$ cat src/rtl/core/vbs_pkg.sv
// Shared types, constants and hash terms for the band smear block.
package vbs_pkg;

    localparam int MAX_BAND_COUNT = 5;
    localparam int MIN_BAND_ROWS  = 2;
    localparam int MAX_BAND_ROWS  = 24;
    localparam int MAX_SLAB_ROWS  = 16;
    localparam int MAX_ROW_PIXELS = 2048;

    localparam int BAND_IDX_W = (MAX_BAND_COUNT > 1) ? $clog2(MAX_BAND_COUNT) : 1;
    localparam int BAND_CNT_W = $clog2(MAX_BAND_COUNT + 1);
    localparam int BAND_SPAN  = MAX_BAND_ROWS - MIN_BAND_ROWS + 1;
    localparam int BH_W       = $clog2(MAX_BAND_ROWS + 1);

    localparam logic [12:0] ROW_LIMIT = 13'd8191;

    localparam logic [31:0] HASH_MUL_Y = 32'd2654435761;
    localparam logic [31:0] HASH_MUL   = 32'h045d9f3b;
    localparam logic [31:0] FRAME_SALT = 32'hCAFEBABE;
    localparam logic [31:0] ROW_SALT   = 32'hFEEDF00D;
    localparam logic [31:0] LCG_MUL    = 32'd1664525;
    localparam logic [31:0] LCG_ADD    = 32'd1013904223;

    // y * HASH_MUL_Y terms for the fixed second hash arguments
    localparam logic [31:0] FRAME_SALT_MIX = 32'(64'(FRAME_SALT) * 64'(HASH_MUL_Y));
    localparam logic [31:0] ROW_SALT_MIX   = 32'(64'(ROW_SALT) * 64'(HASH_MUL_Y));
    localparam logic [31:0] HEIGHT_MIX     = HASH_MUL_Y;
    localparam logic [31:0] TOP_MIX        = 32'(64'(HASH_MUL_Y) * 64'd2);

    localparam int CFG_IDX_W = 3;

    typedef enum logic [CFG_IDX_W-1:0] {
        REG_FRAME_WIDTH     = 3'd0,
        REG_FRAME_HEIGHT    = 3'd1,
        REG_BAND_COUNT      = 3'd2,
        REG_SLAB_ROWS       = 3'd3,
        REG_SMEAR_THRESHOLD = 3'd4,
        REG_FLUTTER_PERIOD  = 3'd5
    } cfg_reg_t;

    typedef struct packed {
        logic [11:0] frame_width;
        logic [12:0] frame_height;
        logic [2:0]  band_count;
        logic [4:0]  slab_rows;
        logic [31:0] smear_threshold;
        logic [13:0] flutter_period;
    } cfg_t;

    typedef struct packed {
        logic [23:0] pix;
        logic        last;
        logic        row_start;
        logic        in_band;
        logic [31:0] seed;
    } q_word_t;

    typedef struct packed {
        logic        start;
        logic [31:0] num;
        logic [13:0] den;
    } div_req_t;

    typedef struct packed {
        logic        busy;
        logic        done;
        logic [31:0] quot;
        logic [13:0] rem;
    } div_rsp_t;

    typedef enum logic [3:0] {
        S_IDLE,
        S_SLOW,
        S_SEED_A,
        S_SEED_B,
        S_HT_A,
        S_HT_B,
        S_HT_DIV,
        S_TOP_A,
        S_TOP_B,
        S_TOP_DIV,
        S_ROW,
        S_ROW_DIV,
        S_ROW_A,
        S_ROW_B,
        S_PUSH
    } front_state_t;

endpackage

$ cat src/rtl/core/vbs_div.sv
// Iterative restoring divider, one quotient bit per cycle.
module vbs_div (
    input  logic              clk,
    input  logic              rst_n,
    input  vbs_pkg::div_req_t req,
    output vbs_pkg::div_rsp_t rsp
);
    import vbs_pkg::*;

    logic [31:0] num_reg, num_next;
    logic [13:0] den_reg, den_next;
    logic [13:0] rem_reg, rem_next;
    logic [4:0]  cnt_reg, cnt_next;
    logic        busy_reg, busy_next;
    logic        done_reg, done_next;
    logic [14:0] trial;
    logic        ge;

    always_comb
    begin
        trial     = {rem_reg, num_reg[31]};
        ge        = trial >= {1'b0, den_reg};
        num_next  = num_reg;
        den_next  = den_reg;
        rem_next  = rem_reg;
        cnt_next  = cnt_reg;
        busy_next = busy_reg;
        done_next = 1'b0;
        if (req.start)
        begin
            num_next  = req.num;
            den_next  = req.den;
            rem_next  = '0;
            cnt_next  = '0;
            busy_next = 1'b1;
        end
        else if (busy_reg)
        begin
            rem_next = ge ? 14'(trial - {1'b0, den_reg}) : trial[13:0];
            num_next = {num_reg[30:0], ge};
            cnt_next = cnt_reg + 5'd1;
            if (cnt_reg == 5'd31)
            begin
                busy_next = 1'b0;
                done_next = 1'b1;
            end
        end
    end

    always_ff @(posedge clk or negedge rst_n)
    begin
        if (!rst_n)
        begin
            cnt_reg  <= '0;
            busy_reg <= 1'b0;
            done_reg <= 1'b0;
        end
        else
        begin
            cnt_reg  <= cnt_next;
            busy_reg <= busy_next;
            done_reg <= done_next;
        end
    end

    always_ff @(posedge clk)
    begin
        num_reg <= num_next;
        den_reg <= den_next;
        rem_reg <= rem_next;
    end

    assign rsp.busy = busy_reg;
    assign rsp.done = done_reg;
    assign rsp.quot = num_reg;
    assign rsp.rem  = rem_reg;

    a_no_restart: assert property (@(posedge clk) disable iff (!rst_n)
        req.start |-> !busy_reg)
        else $error("divider restarted while busy");
    a_done_after_busy: assert property (@(posedge clk) disable iff (!rst_n)
        done_reg |-> $past(busy_reg))
        else $error("divider done without a run");
    a_done_pulse: assert property (@(posedge clk) disable iff (!rst_n)
        done_reg |=> !done_reg)
        else $error("divider done held");
endmodule

$ cat src/rtl/core/vbs_queue.sv
// Short word queue between the classifying front and the pixel back end.
module vbs_queue (
    input  logic             clk,
    input  logic             rst_n,
    input  logic             push,
    input  vbs_pkg::q_word_t push_word,
    output logic             full,
    input  logic             pop,
    output vbs_pkg::q_word_t pop_word,
    output logic             empty
);
    import vbs_pkg::*;

    localparam int DEPTH = 4;
    localparam int PTR_W = $clog2(DEPTH);

    q_word_t          mem_reg [DEPTH];
    logic [PTR_W-1:0] wr_ptr_reg, wr_ptr_next;
    logic [PTR_W-1:0] rd_ptr_reg, rd_ptr_next;
    logic [PTR_W:0]   cnt_reg, cnt_next;

    assign full     = cnt_reg == (PTR_W+1)'(DEPTH);
    assign empty    = cnt_reg == '0;
    assign pop_word = mem_reg[rd_ptr_reg];

    always_comb
    begin
        wr_ptr_next = push ? wr_ptr_reg + 1'b1 : wr_ptr_reg;
        rd_ptr_next = pop ? rd_ptr_reg + 1'b1 : rd_ptr_reg;
        cnt_next    = cnt_reg + (PTR_W+1)'(push) - (PTR_W+1)'(pop);
    end

    always_ff @(posedge clk or negedge rst_n)
    begin
        if (!rst_n)
        begin
            wr_ptr_reg <= '0;
            rd_ptr_reg <= '0;
            cnt_reg    <= '0;
        end
        else
        begin
            wr_ptr_reg <= wr_ptr_next;
            rd_ptr_reg <= rd_ptr_next;
            cnt_reg    <= cnt_next;
        end
    end

    always_ff @(posedge clk)
    begin
        if (push)
        begin
            mem_reg[wr_ptr_reg] <= push_word;
        end
    end

    a_no_overflow: assert property (@(posedge clk) disable iff (!rst_n)
        push |-> !full)
        else $error("queue push while full");
    a_no_underflow: assert property (@(posedge clk) disable iff (!rst_n)
        pop |-> !empty)
        else $error("queue pop while empty");
    a_count_range: assert property (@(posedge clk) disable iff (!rst_n)
        cnt_reg <= (PTR_W+1)'(DEPTH))
        else $error("queue count out of range");
endmodule

$ cat src/rtl/core/vbs_front.sv
// Front end: raster counters, frame band setup and row classification.
module vbs_front (
    input  logic              clk,
    input  logic              rst_n,
    input  vbs_pkg::cfg_t     cfg,
    input  logic              in_valid,
    output logic              in_stall,
    input  logic              frame_first,
    input  logic [7:0]        red_in,
    input  logic [7:0]        green_in,
    input  logic [7:0]        blue_in,
    output logic              q_push,
    output vbs_pkg::q_word_t  q_word,
    input  logic              q_full,
    output vbs_pkg::div_req_t div_req,
    input  vbs_pkg::div_rsp_t div_rsp
);
    import vbs_pkg::*;

    front_state_t state_reg, state_next;

    logic [11:0]           column_reg, column_next;
    logic [12:0]           row_reg, row_next;
    logic [31:0]           frame_count_reg, frame_count_next;
    logic [BAND_CNT_W-1:0] bands_built_reg, bands_built_next;
    logic [BAND_IDX_W-1:0] band_idx_reg;
    logic [12:0]           top_reg  [MAX_BAND_COUNT];
    logic [12:0]           bot_reg  [MAX_BAND_COUNT];
    logic [31:0]           seed_reg [MAX_BAND_COUNT];

    logic [31:0]    acc_reg, s_reg, t_reg, hit_seed_reg, word_seed_reg;
    logic [BH_W-1:0] bh_reg;
    logic [12:0]    row_cur_reg, base_reg;
    logic [23:0]    pix_reg;
    logic           last_reg, word_inb_reg;

    logic        accept;
    logic [11:0] colz, width1;
    logic [12:0] rowz, height1;
    logic        last;
    logic [2:0]  n_clamp;
    logic [4:0]  slab;
    logic [13:0] period1;
    logic        wide;
    logic [31:0] hash_x, hash_c, hash_p, t_next, hash_m, hash_calc;
    logic        hit;
    logic [BAND_IDX_W-1:0] hit_idx;
    logic [12:0] y0, rem13;
    logic [13:0] y_sum;
    logic        band_last;

    assign width1  = (cfg.frame_width == '0) ? 12'd1 : cfg.frame_width;
    assign height1 = (cfg.frame_height == '0) ? 13'd1 : cfg.frame_height;
    assign period1 = (cfg.flutter_period == '0) ? 14'd1 : cfg.flutter_period;
    assign n_clamp = (cfg.band_count > 3'(MAX_BAND_COUNT)) ? 3'(MAX_BAND_COUNT)
                                                           : cfg.band_count;
    always_comb
    begin
        if (cfg.slab_rows == '0)
            slab = 5'd1;
        else if (cfg.slab_rows > 5'(MAX_SLAB_ROWS))
            slab = 5'(MAX_SLAB_ROWS);
        else
            slab = cfg.slab_rows;
    end
    assign wide = {1'b0, width1} > 13'(MAX_ROW_PIXELS);

    assign in_stall = !((state_reg == S_IDLE) && !q_full);
    assign accept   = in_valid && !in_stall;

    assign colz = frame_first ? 12'd0 : column_reg;
    assign rowz = frame_first ? 13'd0 : row_reg;
    assign last = ({1'b0, colz} + 13'd1) >= {1'b0, width1};

    // first band (lowest index) holding the current row wins
    always_comb
    begin
        hit     = 1'b0;
        hit_idx = '0;
        for (int b = MAX_BAND_COUNT - 1; b >= 0; b--)
        begin
            if ((BAND_CNT_W'(b) < bands_built_reg) && (row_cur_reg >= top_reg[b])
                && (row_cur_reg <= bot_reg[b]))
            begin
                hit     = 1'b1;
                hit_idx = BAND_IDX_W'(b);
            end
        end
    end

    // integer hash: xor/shift into t_reg, then multiply/xor
    always_comb
    begin
        unique case (state_reg)
            S_SEED_A:
            begin
                hash_x = acc_reg;
                hash_c = FRAME_SALT_MIX;
            end
            S_HT_A:
            begin
                hash_x = s_reg;
                hash_c = HEIGHT_MIX;
            end
            S_TOP_A:
            begin
                hash_x = s_reg;
                hash_c = TOP_MIX;
            end
            default:
            begin
                hash_x = hit_seed_reg ^ (32'(base_reg) << 3);
                hash_c = ROW_SALT_MIX;
            end
        endcase
        hash_p    = hash_x ^ hash_c;
        t_next    = hash_p ^ (hash_p >> 16);
        hash_m    = 32'(t_reg * HASH_MUL);
        hash_calc = hash_m ^ (hash_m >> 16);
    end

    assign rem13     = div_rsp.rem[12:0];
    assign y_sum     = {1'b0, rem13} + 14'(bh_reg);
    assign band_last = (BAND_CNT_W'(band_idx_reg) + 1'b1) == bands_built_reg;
    always_comb
    begin
        if (y_sum >= {1'b0, height1})
            y0 = (height1 > 13'(bh_reg)) ? 13'(height1 - 13'd1 - 13'(bh_reg)) : 13'd0;
        else
            y0 = rem13;
    end

    // next state
    always_comb
    begin
        state_next = state_reg;
        unique case (state_reg)
            S_IDLE:
            begin
                if (accept && (frame_first || colz == '0))
                    state_next = (frame_first && !wide) ? S_SLOW : S_ROW;
            end
            S_SLOW:
            begin
                if (div_rsp.done)
                    state_next = (bands_built_reg == '0) ? S_ROW : S_SEED_A;
            end
            S_SEED_A:  state_next = S_SEED_B;
            S_SEED_B:  state_next = S_HT_A;
            S_HT_A:    state_next = S_HT_B;
            S_HT_B:    state_next = S_HT_DIV;
            S_HT_DIV:  if (div_rsp.done) state_next = S_TOP_A;
            S_TOP_A:   state_next = S_TOP_B;
            S_TOP_B:   state_next = S_TOP_DIV;
            S_TOP_DIV:
            begin
                if (div_rsp.done)
                    state_next = band_last ? S_ROW : S_SEED_A;
            end
            S_ROW:     state_next = hit ? S_ROW_DIV : S_PUSH;
            S_ROW_DIV: if (div_rsp.done) state_next = S_ROW_A;
            S_ROW_A:   state_next = S_ROW_B;
            S_ROW_B:   state_next = S_PUSH;
            S_PUSH:    if (!q_full) state_next = S_IDLE;
            default:   state_next = S_IDLE;
        endcase
    end

    // outputs and counters
    always_comb
    begin
        column_next      = column_reg;
        row_next         = row_reg;
        frame_count_next = frame_count_reg;
        bands_built_next = bands_built_reg;
        div_req.start    = 1'b0;
        div_req.num      = 32'(row_cur_reg);
        div_req.den      = 14'(slab);
        q_push           = 1'b0;
        q_word.pix       = pix_reg;
        q_word.last      = last_reg;
        q_word.row_start = 1'b1;
        q_word.in_band   = word_inb_reg;
        q_word.seed      = word_seed_reg;
        unique case (state_reg)
            S_IDLE:
            begin
                if (accept)
                begin
                    column_next = last ? 12'd0 : colz + 12'd1;
                    row_next    = (last && rowz < ROW_LIMIT) ? rowz + 13'd1 : rowz;
                    if (frame_first)
                    begin
                        bands_built_next = wide ? '0 : BAND_CNT_W'(n_clamp);
                        if (!wide)
                        begin
                            frame_count_next = frame_count_reg + 32'd1;
                            div_req.start    = 1'b1;
                            div_req.num      = frame_count_reg + 32'd1;
                            div_req.den      = period1;
                        end
                    end
                    else if (colz != '0)
                    begin
                        q_push           = 1'b1;
                        q_word.pix       = {blue_in, green_in, red_in};
                        q_word.last      = last;
                        q_word.row_start = 1'b0;
                        q_word.in_band   = 1'b0;
                    end
                end
            end
            S_HT_B:
            begin
                div_req.start = 1'b1;
                div_req.num   = hash_calc;
                div_req.den   = 14'(BAND_SPAN);
            end
            S_TOP_B:
            begin
                div_req.start = 1'b1;
                div_req.num   = hash_calc;
                div_req.den   = 14'(height1);
            end
            S_ROW:
            begin
                div_req.start = hit;
            end
            S_PUSH:
            begin
                q_push = !q_full;
            end
            default:
            begin
            end
        endcase
    end

    always_ff @(posedge clk or negedge rst_n)
    begin
        if (!rst_n)
        begin
            state_reg       <= S_IDLE;
            column_reg      <= '0;
            row_reg         <= '0;
            frame_count_reg <= '1;
            bands_built_reg <= '0;
            band_idx_reg    <= '0;
            for (int b = 0; b < MAX_BAND_COUNT; b++)
            begin
                top_reg[b]  <= '0;
                bot_reg[b]  <= '0;
                seed_reg[b] <= '0;
            end
        end
        else
        begin
            state_reg       <= state_next;
            column_reg      <= column_next;
            row_reg         <= row_next;
            frame_count_reg <= frame_count_next;
            bands_built_reg <= bands_built_next;
            if (state_reg == S_SLOW && div_rsp.done)
                band_idx_reg <= '0;
            if (state_reg == S_TOP_DIV && div_rsp.done)
            begin
                top_reg[band_idx_reg]  <= y0;
                bot_reg[band_idx_reg]  <= 13'(y0 + 13'(bh_reg));
                seed_reg[band_idx_reg] <= s_reg;
                band_idx_reg           <= band_idx_reg + 1'b1;
            end
        end
    end

    always_ff @(posedge clk)
    begin
        t_reg <= t_next;
        if (accept)
        begin
            pix_reg     <= {blue_in, green_in, red_in};
            last_reg    <= last;
            row_cur_reg <= rowz;
        end
        if (state_reg == S_SLOW && div_rsp.done)
            acc_reg <= div_rsp.quot;
        if (state_reg == S_TOP_DIV && div_rsp.done)
            acc_reg <= acc_reg + HASH_MUL_Y;
        if (state_reg == S_SEED_B)
            s_reg <= hash_calc;
        if (state_reg == S_HT_DIV && div_rsp.done)
            bh_reg <= BH_W'(div_rsp.rem) + BH_W'(MIN_BAND_ROWS);
        if (state_reg == S_ROW)
        begin
            hit_seed_reg <= seed_reg[hit_idx];
            word_inb_reg <= hit;
        end
        if (state_reg == S_ROW_DIV && div_rsp.done)
            base_reg <= row_cur_reg - rem13;
        if (state_reg == S_ROW_B)
            word_seed_reg <= hash_calc;
    end

    a_band_idx: assert property (@(posedge clk) disable iff (!rst_n)
        (state_reg == S_SEED_A) |-> (BAND_CNT_W'(band_idx_reg) < bands_built_reg))
        else $error("band index past built count");
    a_div_idle_on_start: assert property (@(posedge clk) disable iff (!rst_n)
        div_req.start |-> !div_rsp.busy)
        else $error("divider started while busy");
    a_wait_has_div: assert property (@(posedge clk) disable iff (!rst_n)
        ((state_reg == S_SLOW || state_reg == S_HT_DIV || state_reg == S_TOP_DIV
          || state_reg == S_ROW_DIV) && !div_rsp.done) |-> div_rsp.busy)
        else $error("waiting on an idle divider");
    a_bands_built_max: assert property (@(posedge clk) disable iff (!rst_n)
        bands_built_reg <= BAND_CNT_W'(MAX_BAND_COUNT))
        else $error("too many bands built");
endmodule

$ cat src/rtl/core/vbs_back.sv
// Back end: per-pixel LCG, hold decision and output register.
module vbs_back (
    input  logic             clk,
    input  logic             rst_n,
    input  logic [31:0]      smear_threshold,
    input  vbs_pkg::q_word_t q_word,
    input  logic             q_empty,
    output logic             q_pop,
    output logic             out_valid,
    input  logic             out_stall,
    output logic [7:0]       red_out,
    output logic [7:0]       green_out,
    output logic [7:0]       blue_out,
    output logic             row_end
);
    import vbs_pkg::*;

    logic [31:0] rs_reg, rs_next;
    logic        inb_reg, inb_next;
    logic [23:0] held_reg, held_next;
    logic        out_valid_reg, out_valid_next;
    logic [23:0] res_reg, res_next;
    logic        last_reg;
    logic [31:0] rs_cur, lcg;
    logic [23:0] held_cur;
    logic        reseed;

    assign q_pop  = !q_empty && (!out_valid_reg || !out_stall);
    assign reseed = q_word.row_start && q_word.in_band;

    always_comb
    begin
        rs_cur    = reseed ? q_word.seed : rs_reg;
        held_cur  = reseed ? q_word.pix : held_reg;
        inb_next  = q_word.row_start ? q_word.in_band : inb_reg;
        lcg       = 32'(rs_cur * LCG_MUL) + LCG_ADD;
        rs_next   = rs_reg;
        held_next = held_reg;
        res_next  = q_word.pix;
        if (inb_next)
        begin
            rs_next   = lcg;
            held_next = held_cur;
            if (lcg <= smear_threshold)
                res_next = held_cur;
            else
                held_next = q_word.pix;
        end
        out_valid_next = q_pop ? 1'b1 : (out_valid_reg && out_stall);
    end

    always_ff @(posedge clk or negedge rst_n)
    begin
        if (!rst_n)
        begin
            rs_reg        <= '0;
            inb_reg       <= 1'b0;
            held_reg      <= '0;
            out_valid_reg <= 1'b0;
        end
        else
        begin
            out_valid_reg <= out_valid_next;
            if (q_pop)
            begin
                rs_reg   <= rs_next;
                inb_reg  <= inb_next;
                held_reg <= held_next;
            end
        end
    end

    always_ff @(posedge clk)
    begin
        if (q_pop)
        begin
            res_reg  <= res_next;
            last_reg <= q_word.last;
        end
    end

    assign out_valid = out_valid_reg;
    assign red_out   = res_reg[7:0];
    assign green_out = res_reg[15:8];
    assign blue_out  = res_reg[23:16];
    assign row_end   = last_reg;

    a_pop_has_room: assert property (@(posedge clk) disable iff (!rst_n)
        q_pop |-> (!out_valid_reg || !out_stall))
        else $error("pop would overwrite a pending word");
    a_pass_outside_band: assert property (@(posedge clk) disable iff (!rst_n)
        (q_pop && !inb_next) |=> (res_reg == $past(q_word.pix)))
        else $error("pixel outside band altered");
    a_reseed_sets_band: assert property (@(posedge clk) disable iff (!rst_n)
        (q_pop && reseed) |=> inb_reg)
        else $error("band flag not set on reseed");
endmodule

$ cat src/rtl/core/video_band_smear.sv
// Band smear top level: register file, front end, queue, divider and back end.
// Throughput: one pixel per cycle inside a row while the output does not stall;
// a frame's first pixel (band setup), and a row's first pixel when its row lies
// in a band (slab divide plus hash), hold the input while the shared 32-step
// serial divider runs.
// Reset: asynchronous; no bands exist and all pixels pass until a frame starts.
module video_band_smear (
    input  logic        clk,
    input  logic        rst_n,
    input  logic        in_valid,
    output logic        in_stall,
    input  logic        frame_first,
    input  logic [7:0]  red_in,
    input  logic [7:0]  green_in,
    input  logic [7:0]  blue_in,
    output logic        out_valid,
    input  logic        out_stall,
    output logic [7:0]  red_out,
    output logic [7:0]  green_out,
    output logic [7:0]  blue_out,
    output logic        row_end,
    input  logic        cfg_valid,
    output logic        cfg_ready,
    input  logic [vbs_pkg::CFG_IDX_W-1:0] cfg_index,
    input  logic [31:0] cfg_data
);
    import vbs_pkg::*;

    cfg_t     cfg_reg;
    q_word_t  push_word, pop_word;
    logic     q_push, q_pop, q_full, q_empty;
    div_req_t div_req;
    div_rsp_t div_rsp;
    logic     cfg_wr;

    assign cfg_ready = 1'b1;
    assign cfg_wr    = cfg_valid && cfg_ready;

    always_ff @(posedge clk or negedge rst_n)
    begin
        if (!rst_n)
        begin
            cfg_reg.frame_width     <= 12'd640;
            cfg_reg.frame_height    <= 13'd480;
            cfg_reg.band_count      <= 3'd0;
            cfg_reg.slab_rows       <= 5'd1;
            cfg_reg.smear_threshold <= 32'd0;
            cfg_reg.flutter_period  <= 14'd10000;
        end
        else if (cfg_wr)
        begin
            unique case (cfg_index)
                REG_FRAME_WIDTH:     cfg_reg.frame_width     <= cfg_data[11:0];
                REG_FRAME_HEIGHT:    cfg_reg.frame_height    <= cfg_data[12:0];
                REG_BAND_COUNT:      cfg_reg.band_count      <= cfg_data[2:0];
                REG_SLAB_ROWS:       cfg_reg.slab_rows       <= cfg_data[4:0];
                REG_SMEAR_THRESHOLD: cfg_reg.smear_threshold <= cfg_data;
                REG_FLUTTER_PERIOD:  cfg_reg.flutter_period  <= cfg_data[13:0];
                default:
                begin
                end
            endcase
        end
    end

    vbs_front u_front (
        .clk         (clk),
        .rst_n       (rst_n),
        .cfg         (cfg_reg),
        .in_valid    (in_valid),
        .in_stall    (in_stall),
        .frame_first (frame_first),
        .red_in      (red_in),
        .green_in    (green_in),
        .blue_in     (blue_in),
        .q_push      (q_push),
        .q_word      (push_word),
        .q_full      (q_full),
        .div_req     (div_req),
        .div_rsp     (div_rsp)
    );

    vbs_div u_div (
        .clk   (clk),
        .rst_n (rst_n),
        .req   (div_req),
        .rsp   (div_rsp)
    );

    vbs_queue u_queue (
        .clk       (clk),
        .rst_n     (rst_n),
        .push      (q_push),
        .push_word (push_word),
        .full      (q_full),
        .pop       (q_pop),
        .pop_word  (pop_word),
        .empty     (q_empty)
    );

    vbs_back u_back (
        .clk             (clk),
        .rst_n           (rst_n),
        .smear_threshold (cfg_reg.smear_threshold),
        .q_word          (pop_word),
        .q_empty         (q_empty),
        .q_pop           (q_pop),
        .out_valid       (out_valid),
        .out_stall       (out_stall),
        .red_out         (red_out),
        .green_out       (green_out),
        .blue_out        (blue_out),
        .row_end         (row_end)
    );
endmodule

$ cat config.mk
export PLATFORM = sky130hd
export DESIGN_NAME = video_band_smear
export DESIGN_NICKNAME = d
export VERILOG_FILES = /design/src/rtl/core/vbs_pkg.sv /design/src/rtl/core/vbs_div.sv /design/src/rtl/core/vbs_queue.sv /design/src/rtl/core/vbs_front.sv /design/src/rtl/core/vbs_back.sv /design/src/rtl/core/video_band_smear.sv
export SDC_FILE = /design/constraint.sdc
export NUM_CORES = 2
export LEC_CHECK = 0
export BUFFER_PORTS_ARGS = -buffer_cell sky130_fd_sc_hd__buf_2
export CORE_MARGIN = 2
export CORE_UTILIZATION = 55
export DETAILED_ROUTE_END_ITERATION = 8
export GPL_TIMING_DRIVEN = 0
export PLACE_DENSITY = 0.71
export SETUP_SLACK_MARGIN = 0.15
export SLEW_MARGIN = 20
export SYNTH_ARGS = -nofsm -noshare
export SYNTH_HDL_FRONTEND = slang
export SYNTH_SLANG_ARGS = --single-unit
$ cat constraint.sdc
create_clock -name clk -period 26.4 [get_ports clk]
set_input_delay 3.96 -clock clk [delete_from_list [all_inputs] [get_ports clk]]
set_output_delay 3.96 -clock clk [all_outputs]
set_load 0.02 [all_outputs]
Word level (Yosys, flattened, before mapping)
Memories as Yosys holds them, arrays and structs flattened.
Index checks and enable logic that the tools add are counted.
Word-level totals
  latch bits: 0
  RAM bits: 236
  output and inout port bits: 28
  bits in registers: 810
  memory bits (read-only): 0
  memories kept: 1
Cells by class
  multiplexer cells: 82
  reduce and logical (&&, ||, !) cells: 56
  eq/ne operators: 28
  bitwise logic cells: 7
  shifts and indexed selects: 0
  add/subtract/negate cells: 19
  multipliers: 2
  div/mod/pow operators: 0
  magnitude comparators: 27
Memory list
  u_queue.mem_reg: words 4, bits a word 59, rd ports 1, clocked after Yosys merged registers in 0, wr ports 1, line vbs_queue.sv:17  | q_word_t mem_reg [DEPTH];
Operator list (count)
  $mux 32: 8
  $bwmux 160: 1
  $mux 47: 3
  $pmux 46 s3: 1
  $bwmux 65: 2
  $mux 27: 4
  $bmux 32 s3: 1
  $demux 32 s3: 1
  $pmux 32 s3: 1
  $xor 32x16->32: 3
  $mux 13: 6
  $mux 24: 3
  $ge 13x13->1: 5
  $le 13x13->1: 5
  $pmux 32 s2: 1
  $pmux 4 s15: 1
  $demux 13 s3: 1
  $mux 12: 3
  $mux 4: 9
  $add 32x1->32 const B: 1
  $add 32x30->32 const B: 1
  $add 32x32->32 const B: 1
  $le 32x32->1: 1
  $mul 32x21->32 const B: 1
  other kinds (65): 157

Depth between registers and ports, before layout
  depth after elaboration: 12
  gate-level depth with buffers: 40
  depth with buffers taken out: 35

By module
A second synthesis with hierarchy kept.
Second synthesis, totals
  cell total of the unflattened synthesis: 6124
  area total of the unflattened synthesis: 67437.2 um^2
Modules (own cells, without submodules)
  vbs_front: seq. area each 15169.5 um^2, area each 40458.8 um^2, instances 1, cells each 4152
  vbs_back: seq. area each 2202.1 um^2, area each 11389.7 um^2, instances 1, cells each 1140
  vbs_queue: seq. area each 7262.0 um^2, area each 8971.1 um^2, instances 1, cells each 343
  vbs_div: seq. area each 1836.8 um^2, area each 3601.0 um^2, instances 1, cells each 316
  video_band_smear: seq. area each 1991.9 um^2, area each 3016.6 um^2, instances 1, cells each 173

Worst setup path after synthesis
OpenSTA, ideal clock, no wires.
  kind: reg2reg
  from: register u_queue.rd_ptr_reg[0]
  to: register u_back.held_reg[0]
  period minus slack after synthesis: 9.616 ns
  arrival: 9.491 ns
  path buffers: 3
  slack: 16.784 ns
  library setup time: 0.125 ns
  stages on the path, launching flop included: 37
  cells stage by stage: dfrtp_1 > buf_2 > mux4_2 > nand2_1 > clkbuf_1 > mux2i_1 > inv_1 > ha_1 > xor2_1 > inv_1 > ha_1 > a21o_1 > fa_1 > fa_1 > fa_1 > fa_1 > inv_1 > fa_1 > inv_1 > ha_1 > a21o_1 > a21o_1 > a21oi_1 > nor2b_1 > o21ai_0 > o21ai_0 > o41a_1 > xor2_1 > ha_1 > nand4_1 > nor4_1 > nand3_1 > a21oi_1 > a31oi_1 > o211ai_1 > buf_2 > mux2_2
On the way
  cells in the longest elaborated chain, start to end: 7
  elaborated cells between the ends (all ways): 10
RTL lines
  start: declaration: line vbs_queue.sv:19  | logic [PTR_W-1:0] rd_ptr_reg, rd_ptr_next;
  start signal: assignment: line vbs_queue.sv:44  | rd_ptr_reg <= rd_ptr_next;
  $mem_v2 4x59 *
  $logic_and 1x1->1: line vbs_back.sv:29  | assign reseed = q_word.row_start && q_word.in_band;
  $mux 32 *: line vbs_back.sv:33  | rs_cur = reseed ? q_word.seed : rs_reg;
  $mul 32x21->32 *: line vbs_back.sv:36  | lcg = 32'(rs_cur * LCG_MUL) + LCG_ADD;
  $add 32x30->32 *: line vbs_back.sv:36
  net u_back.lcg[30]: line vbs_back.sv:24  | logic [31:0] rs_cur, lcg;
  $le 32x32->1 *: line vbs_back.sv:44  | if (lcg <= smear_threshold)
  $mux 24 *: line vbs_back.sv:44
  end signal: assignment: line vbs_back.sv:68  | held_reg <= held_next;
  end: declaration: line vbs_back.sv:20  | logic [23:0] held_reg, held_next;
Mark *: on every way through the listed nets, which the timed path passes. The rest lies on a longest branch.
A chain may end at the register's enable or synchronous reset.

Worst setup path in the final report
  from: register u_queue.rd_ptr_reg[0]
  to: register u_back.res_reg[15] (data pin)
On the way
  cells in the longest elaborated chain, start to end: 8
  elaborated cells between the ends (all ways): 10
RTL lines
  $mem_v2 4x59 *
  $logic_and 1x1->1: line vbs_back.sv:29
  $mux 32 *: line vbs_back.sv:33
  $mul 32x21->32 *: line vbs_back.sv:36
  $add 32x30->32 *: line vbs_back.sv:36
  net u_back.lcg[23]: line vbs_back.sv:24
  $le 32x32->1 *: line vbs_back.sv:44
  $mux 24 *: line vbs_back.sv:44
  $mux 24 *: line vbs_back.sv:40  | if (inb_next)
  net u_back.res_next[15]: line vbs_back.sv:22  | logic [23:0] res_reg, res_next;
  end signal: assignment: line vbs_back.sv:77  | res_reg <= res_next;
  end: declaration: line vbs_back.sv:22
Marks and branches as above.

==> impl_metrics.yaml <==
status:
  outcome: "finished, final reports clean"
grt:
  overflow: 0
  grt_pass1_vias: 45380
  grt_first_pass_wirelength_mm: 266.6
  track_usage_pct: 28.49
  antenna_found_initial: 5
  grt_max_degree: 98
synth:
  yosys_warnings: 0
  syn_avg_cell_area_sq_um: 11.53
  syn-num-nets: 6745
  ys.flop_type: "edfxtp_1"
  synthArstFlopShare_pct: 48.57
  synthCells: 5748
  synth_edf_count: 492
  synth_seq_area_share_pct: 42.94
  synth_seq_cells: 1046
  syn-cell-area_sq_um: 66280
  ys_types: 97
timing:
  skew_ps: 63.81
  relSlewSlack_pct: 25.30
  setup_violations: 0
  layout_min_cycle_time_ps: 12610
  fmax_ghz: 0.07928
  tightest_slew_ps: 1105
  fin_crit_sh_pct: 47.78
  holdWs_ps: 465.0
  rsz0062_at_grt: "false"
  maxSlewViolCount: 0
  hold_viol: 0
  fin_tns_setup_ps: 0
clocking:
  cts_made_buffers: 109
  cts_buffer_depth: 3
  clockRootBuffer: "clkbuf_16"
  clkLatencyLatePin_ps: 760
  cts_tree: "done"
  cts_sinks: 1046
  cts_setup_buffers: 0
  clk_pin_slew_worst_paths_ps: 60
  cts-resized-gates: 0
  htree_levels: 3
  ctsHoldBuffers: 0
worst_hold_path:
  hp-class: "register to register"
drt:
  ant_nets: 0
  drt-initial-drc-count: 3898
  vias: 44320
  drc_errors: 0
  firstDrtPassIters: 8
  routed_wl_mm: 173.1
  avgRoutedWirePerCell_um: 22.53
  vias_per_cell: 5.767
worst_setup_path:
  start_kind: "register"
  cpLargestDelayFamily: "adder cells"
  crit_buf_inv: 11
  worstPathMaxFanout: 10
  slowest_stage: "clkbuf_1"
  required_ps: 26880
  max_stage_delay_ps: 720
  worstSetupPathType: "register to register"
  crit_arrival_ps: 13090
  end_kind: "register"
die:
  dieHeight_um: 351.1
  rows: 127
  core_area_sq_um: 119800
  die-area_sq_um: 123300
  start_util_pct: 55.32
  chipWidth_um: 351.1
  io_pins: 93
place:
  portBuffers: 91
  routabilityCongestion: 0.9625
  hpwl_mm: 132.7
cells_and_area:
  drive_above_1_share_pct: 13.36
  syn_to_final_growth_pct: 9.958
  layout.nets: 6973
  largest_reg_flops: 236
run:
  cap_violations: 0
==> worst min-delay path, stage by stage, from the launching register on <==
cell     delay (ps)
dfxtp_1         320
nand2_1          50
a21oi_1          50
==> metrics by stage <==
step	utilization, %	cells	cell area [sq um]	setup WS [ps]
after global placement	57.38	7451	68750	10370
after floorplan	-	5748	66280	16780
final	60.83	7685	72880	13790
after CTS	60.81	7680	72860	13820
after global routing	60.82	7683	72870	13240
after detailed placement	57.82	7476	69280	13840
==> cells by family (layout without fill, tap and decap cells) <==
family | after synthesis | after routing | synth area share (%)
buffers and inverters | 1117 | 1438 | 6.371
other | 1 | 5 | 0.005658
adder cells (fa/ha/maj) | 932 | 932 | 21.71
flip-flops | 1046 | 1046 | 42.94
AND/OR/NAND/NOR | 969 | 969 | 6.949
XOR/XNOR | 312 | 312 | 4.123
multiplexers | 506 | 506 | 9.437
AO/OA/AOI/OAI | 865 | 865 | 8.465
==> area by class of cell <==
| cell class | count | area, sq um |
|---|---|---|
| flip-flops and latches | 1046 | 28460 |
| well taps | 1612 | 2017 |
| fillers | 9660 | 46930 |
| clock buffers | 157 | 3089 |
| repair buffers | 117 | 920.9 |
| clock inverters | 47 | 488.0 |
| diodes | 4 | 10.01 |
| multi-input cells | 3585 | 33670 |
| inverters | 944 | 3543 |
| plain buffers | 173 | 681.9 |
==> per-layer routing <==
metal	part of all wire (%)	wire length [um]	GRT usage (%)
met5	0	0	0
met4	3.8	6627	10.59
met3	6.1	10630	4.082
met2	47	82220	46.69
met1	43	73670	38.70
==> cells in the mapped netlist (132+ instances only) <==
library cell  number  area, sq um
ha_1             569         7119
dfrtp_1          464        11610
nand2_1          380         1426
clkbuf_1         132        495.5
a21oi_1          166        830.8
o21ai_0          306         1531
mux2_2           346         3896
xnor2_1          204         1787
nor2_1           192        720.7
edfxtp_1         492        14770
fa_1             363         7267
inv_1            939         3525
==> worst paths after layout <==
check,startpoint,end,slack [ps],cells after the start
setup / recovery,u_queue.rd_ptr_reg[0]$_DFFE_PN0P_,u_back.res_reg[15]$_DFFE_PP_,13790,35
hold / removal,u_div.rem_reg[13]$_SDFFE_PP0P_,u_div.rem_reg[13]$_SDFFE_PP0P_,460,2
hold reg to reg,u_div.rem_reg[13]$_SDFFE_PP0P_,u_div.rem_reg[13]$_SDFFE_PP0P_,460,2
max in group asynchronous,rst_n,u_back.held_reg[10]$_DFFE_PN0P_,21340,4
setup reg to reg,u_queue.rd_ptr_reg[0]$_DFFE_PN0P_,u_back.res_reg[15]$_DFFE_PP_,13790,35
min in group asynchronous,rst_n,u_front.seed_reg[58]$_DFFE_PN0P_,3230,1
==> cell usage in the layout (no fill, tap or decap), types with 110 or more instances in the layout <==
cell	instances
mux2_2	346
ha_1	569
fa_1	363
a21oi_1	166
o21ai_0	306
clkbuf_16	110
xnor2_1	204
nand2_1	379
edfxtp_1	492
buf_2	110
dfrtp_1	464
clkbuf_1	162
nor2_1	192
inv_1	938
Power is not shown: default switching activity piles up to over one toggle a cycle in this logic, so the estimate is an artifact.
